===== src/design/l3d_pkg.sv =====
// Shared types and constants for the 3D LUT trilinear color mapper.
package l3d_pkg;

  localparam int GRID_MAX_DEF   = 33;
  localparam int ENTRY_BITS_DEF = 16;

  localparam int CFG_BITS   = 6;
  localparam int IDX_BITS   = 6;
  localparam int FIELD_BITS = 16;
  localparam int PIX_BITS   = 17;
  localparam int FRAC_BITS  = 16;
  localparam int CFG_IDX_BITS = 2;

  localparam logic [CFG_BITS-1:0]     GRID_RESET = 6'd33;
  localparam logic [FRAC_BITS:0]      FRAC_ONE   = 17'h10000;

  localparam logic [CFG_IDX_BITS-1:0] CFG_GRID_X = 2'd0;
  localparam logic [CFG_IDX_BITS-1:0] CFG_GRID_Y = 2'd1;
  localparam logic [CFG_IDX_BITS-1:0] CFG_GRID_Z = 2'd2;

  localparam logic CMD_WRITE = 1'b0;
  localparam logic CMD_MAP   = 1'b1;

  typedef struct packed {
    logic                  cmd;
    logic [IDX_BITS-1:0]   x_index;
    logic [IDX_BITS-1:0]   y_index;
    logic [IDX_BITS-1:0]   z_index;
    logic [FIELD_BITS-1:0] entry_red;
    logic [FIELD_BITS-1:0] entry_green;
    logic [FIELD_BITS-1:0] entry_blue;
    logic [PIX_BITS-1:0]   red_in;
    logic [PIX_BITS-1:0]   green_in;
    logic [PIX_BITS-1:0]   blue_in;
  } l3d_in_t;

  typedef struct packed {
    logic [FIELD_BITS-1:0] red_out;
    logic [FIELD_BITS-1:0] green_out;
    logic [FIELD_BITS-1:0] blue_out;
  } l3d_out_t;

  typedef struct packed {
    logic [FRAC_BITS-1:0] fx;
    logic [FRAC_BITS-1:0] fy;
    logic [FRAC_BITS-1:0] fz;
  } l3d_frac_t;

endpackage


===== src/design/l3d_locate.sv =====
// One axis: grid size clamp, node index and fraction, write index check.
module l3d_locate #(
  parameter int GRID_MAX = l3d_pkg::GRID_MAX_DEF,
  localparam int GW = $clog2(GRID_MAX + 1)
) (
  input  logic [l3d_pkg::CFG_BITS-1:0]  grid,
  input  logic [l3d_pkg::PIX_BITS-1:0]  pix,
  input  logic [l3d_pkg::IDX_BITS-1:0]  idx,
  output logic [GW-1:0]                 lo,
  output logic [l3d_pkg::FRAC_BITS-1:0] frac,
  output logic                          idx_ok
);

  localparam int PW = l3d_pkg::PIX_BITS + GW;

  logic [GW-1:0] eff;
  logic [GW-1:0] top;
  logic [PW-1:0] prod;
  logic [PW-1:0] lim;

  always_comb begin
    if (int'(grid) < 2) begin
      eff = GW'(2);
    end else if (int'(grid) > GRID_MAX) begin
      eff = GW'(GRID_MAX);
    end else begin
      eff = GW'(grid);
    end
    top  = eff - GW'(1);
    prod = PW'(pix) * PW'(top);
    lim  = PW'(top) << l3d_pkg::FRAC_BITS;
    if (prod >= lim) begin
      lo   = top;
      frac = '0;
    end else begin
      lo   = prod[l3d_pkg::FRAC_BITS +: GW];
      frac = prod[l3d_pkg::FRAC_BITS-1:0];
    end
    idx_ok = int'(idx) < int'(eff);
  end

endmodule


===== config.mk =====
export PLATFORM = sky130hd
export DESIGN_NAME = l3d_locate
export DESIGN_NICKNAME = d
export VERILOG_FILES = /design/src/design/l3d_pkg.sv /design/src/design/l3d_locate.sv
export SDC_FILE = /design/constraint.sdc
export NUM_CORES = 1
export LEC_CHECK = 0
export BUFFER_PORTS_ARGS = -buffer_cell sky130_fd_sc_hd__buf_2
export CAP_MARGIN = 20
export CORE_MARGIN = 2
export CORE_UTILIZATION = 56
export DETAILED_ROUTE_END_ITERATION = 8
export GPL_TIMING_DRIVEN = 0
export PLACE_DENSITY = 0.83
export SLEW_MARGIN = 30
export SYNTH_ARGS = -nofsm -noshare
export SYNTH_HDL_FRONTEND = slang
export SYNTH_SLANG_ARGS = --single-unit

===== constraint.sdc =====
create_clock -name vclk -period 6.8
set_input_delay 0.34 -clock vclk [all_inputs]
set_output_delay 0.34 -clock vclk [all_outputs]
set_load 0.005 [all_outputs]

Word-level counts from Yosys, hierarchy flattened
Index checks and enable logic that the tools add are counted.
{"block": "totals", "reg_bits": 0, "output_inout_bits": 23, "word_cells": 10}
{"block": "op_classes", "n_addsub": 1, "multipliers": 1, "order_cmp": 4, "n_mux": 4}
{"op": "23-bit by 22-bit greater-or-equal comparator with 1-bit output", "n": 1}
{"op": "17-bit by 6-bit multiplier with 23-bit output", "n": 1}
{"op": "6-bit two-way mux", "n": 3}
{"op": "16-bit two-way mux", "n": 1}
{"op": "6-bit > comparator (second input constant)", "n": 1}
{"op": "6-bit by 2-bit less-than comparator with 1-bit output (second input constant)", "n": 1}
{"op": "6-bit less-than comparator", "n": 1}
{"op": "6-bit by 1-bit subtractor with 6-bit output (second input constant)", "n": 1}

Depth between registers and ports, before layout
{"block": "depth", "word_depth": 7, "ltp_mapped": 33}

Worst setup path before layout
OpenSTA, ideal clock, no wires.
{"block": "synth_path", "kind": "input -> output", "startpoint": "in grid[4] (netlist bit)", "endpoint": "out lo[1]", "t_arrival_ns": 7.146, "slack_ns": -0.686, "stages": 30, "path_buffers": 4, "path_cell_list": "nor2_1 > a31o_2 > clkbuf_1 > clkbuf_1 > ha_1 > nand3_1 > xor2_1 > buf_1 > and2_1 > fa_1 > inv_1 > fa_1 > fa_1 > inv_1 > ha_1 > buf_2 > a21oi_1 > nor2_1 > a211oi_2 > o221ai_2 > o31ai_1 > nand2_1 > o211a_1 > ha_1 > nand4_1 > a2111oi_2 > and3_1 > nand4_2 > o31ai_4 > mux2_2"}
{"block": "synth_via", "elab_chain_len": 7, "elab_cells_between_ends": 8, "cone_classes": "1 x add/sub; 1 x mul; 3 x order compare; 3 x mux"}
{"element": "start, declared", "line": "l3d_locate.sv:6", "rtl": "input logic [l3d_pkg::CFG_BITS-1:0] grid,"}
{"element": "6-bit > comparator", "line": "l3d_locate.sv:24", "rtl": "end else if (int'(grid) > GRID_MAX) begin"}
{"element": "6-bit two-way mux", "line": "l3d_locate.sv:24"}
{"element": "6-bit two-way mux *", "line": "l3d_locate.sv:22", "rtl": "if (int'(grid) < 2) begin"}
{"element": "6-bit by 1-bit subtractor with 6-bit output *", "line": "l3d_locate.sv:29", "rtl": "top = eff - GW'(1);"}
{"element": "17-bit by 6-bit multiplier with 23-bit output", "line": "l3d_locate.sv:30", "rtl": "prod = PW'(pix) * PW'(top);"}
{"element": "23-bit by 22-bit greater-or-equal comparator with 1-bit output", "line": "l3d_locate.sv:32", "rtl": "if (prod >= lim) begin"}
{"element": "6-bit two-way mux *", "line": "l3d_locate.sv:32"}
{"element": "end, declared", "line": "l3d_locate.sv:9", "rtl": "output logic [GW-1:0] lo,"}
Every way passes the cells marked *; elsewhere a longest branch is shown, timed or not.

Final worst setup path
{"block": "layout_path", "startpoint": "in grid[2] (netlist bit)", "endpoint": "out lo[1]"}
Same word-level chain as after synthesis.

==> flow_metrics.tcl <==
set metrics [dict create \
    crit_arrival_ns 7.01 \
    cp-end-kind "output pin" \
    netlist_top_cells_area "fa_1 33%, ha_1 14%, and2_1 8.9%" \
    layout-drive-gt1-share_pct 28.70 \
    hold_viol 0 \
    syn_inst 469 \
    critical_path_class "in -> out" \
    rsz0062_at_grt "true" \
    violations "negative setup slack" \
    ys_warn_count 0 \
    synth_seq_area_share_pct 0 \
    power.leakage_uw 0.002361 \
    core_area_sq_mm 0.006386 \
    ys_top_cells_by_count "78 x inv_1, 64 x nand2_1, 61 x fa_1" \
    die-area_sq_mm 0.007317 \
    worstPathRequired_ns 6.46 \
    synth.most_common_cell "inv_1" \
    critPathSlowestCell "fa_1" \
    yosys.area.top_type "fa_1" \
    hpwl_mm 7.798 \
    drc 0 \
    fin_nets 696 \
    synth.top_cell.area_share_pct 32.80 \
    fmax_mhz 136.0 \
    regArea_sq_um 0 \
    multi_input_area_sq_mm 0.003726 \
    die_h_um 85.54 \
    placed_cell_area_sq_mm 0.004268 \
    grt_pass1_vias 3953 \
    maxCapViolations 0 \
    synth_area_sq_mm 0.003724 \
    routedWlPerCell_um 17.12 \
    post-route-min-period_ns 7.351 \
    num-clock-buffers 0 \
    firstDrtPassIters 5 \
    initial_core_util_pct 58.31 \
    drtAntennaViolNets 0 \
    syn_to_final_growth_pct 31.89 \
    run_status "finished with violations" \
    grt_overflow_total 0 \
    die_w_um 85.54 \
    setup_viol 22 \
    place_ws_ns -1.473 \
    drt-total-wl_mm 10.92 \
    globalplace.congestion 0.8798 \
    ys_types 44 \
    finalSetupTns_ns -10.35 \
    port_buffers 52 \
    period_share_pct 108.1 \
    avgSynthCellArea_sq_um 7.939 \
    grt_max_degree 11 \
    design_area_sq_mm 0.004911 \
    cellPowerDensity_mw_per_mm2 355.4 \
    layout_setup_ws_ns -0.5513 \
    critical_path.max_stage_delay_ns 0.50 \
    relSlewSlack_pct 67.33 \
    worst_pin_slew_ns 0.4901 \
    syn-num-nets 602 \
    fill_cells 431 \
    via_per_inst 5.806 \
    top_level_ports 52 \
    rows 29 \
    peakVddDrop_mv 0.3458 \
    antenna_found_initial 0 \
    startpoint "grid[2]" \
    hold_class "in -> out" \
    hold_path_startpoint "idx[5]" \
    nFlopsAndLatches 0 \
    worstPathMaxFanout 9 \
    grtUsageTotal_pct 30.40 \
    drtIter0Drc 164 \
    vias 3704 \
    cp-start-kind "input pin" \
    grt_pass1_wl_mm 17.84 \
    final_core_util_pct 76.90 \
    report.final.slew_viol_count 0 \
    antenna_cells 0 \
]
==> per-stage QoR <==
step / hold WS (ns) / instances / power [uW]
6_report: 1.039 / 638 / 1745
3_3_place_gp: 1.038 / 598 / 1300
3_5_place_dp: 1.050 / 598 / 1341
2_1_floorplan: 0.7575 / 469 / 978.9
4_1_cts: 1.050 / 623 / 1566
5_1_grt: 1.065 / 638 / 1901
==> cell families (layout without fill, tap and decap cells) <==
logic type / count (synthesis) / count (layout) / synth area share, %
XOR/XNOR: 19 / 19 / 4.469
adder cells (fa/ha/maj): 104 / 104 / 47.24
AND/OR/NAND/NOR: 185 / 185 / 24.66
AO/OA/AOI/OAI: 64 / 64 / 12.23
buffers and inverters: 89 / 181 / 9.072
multiplexers: 8 / 8 / 2.318
==> layout by cell type (no fill, tap or decap), types with 5 or more instances in the layout <==
cell type / netlist / routed
nor2b_1: 9 / 9
xor2_1: 12 / 11
inv_1: 78 / 74
and2_1: 53 / 50
buf_4: 0 / 35
mux2_4: 0 / 5
fa_1: 61 / 61
ha_1: 43 / 33
ha_4: 0 / 9
xnor2_1: 7 / 5
nand2_1: 64 / 61
o21ai_0: 13 / 9
a21oi_1: 18 / 13
o21a_1: 5 / 5
buf_6: 0 / 17
nor2_1: 35 / 31
buf_2: 3 / 44
==> what timing repair did <==
action,in CTS,in global routing
hold buffers,0,0
resized for setup,51,22
pin swaps,30,21
buffers inserted,25,15
endpoints found under the setup margin,22,22
cloned,0,1
==> layer usage <==
layer | GRT usage (%) | wire length [um] | vias to the layer above
met1 | 35.48 | 4187 | 1829
met2 | 58.59 | 5755 | 159
met4 | 7.792 | 408 | 0
met5 | 0 | 0 | -
li1 | - | - | 1674
met3 | 3.561 | 568 | 42
==> power breakdown <==
part           switching [uW]  internal, uW  total (uW)
Clock                       0             0           0
Sequential                  0             0           0
Combinational             896           849        1750
Total                     896           849        1750
==> critical path, delay by kind of cell <==
kind | cells | cell delay [ns]
AO/OA/AOI/OAI | 8 | 1.61
AND/OR/NAND/NOR | 9 | 1.20
XOR/XNOR | 2 | 0.42
buffers and inverters | 8 | 0.99
multiplexers | 1 | 0.32
adder cells (fa/ha/maj) | 6 | 2.11
==> path summary, 6_finish.rpt <==
| check | endpoint | slack, ns | cells past startpoint |
|---|---|---|---|
| setup / recovery | lo[1] | -0.55 | 34 |
| hold / removal | idx_ok | 1.04 | 4 |
==> final cells by class <==
type / count / area share, %
Multi-Input combinational cell: 380 / 75.87
Tap cell: 77 / 1.962
Timing Repair Buffer: 93 / 13.96
Buffer: 10 / 2.242
Inverter: 78 / 5.962
Note: power is estimated with default switching activity, not from simulation.
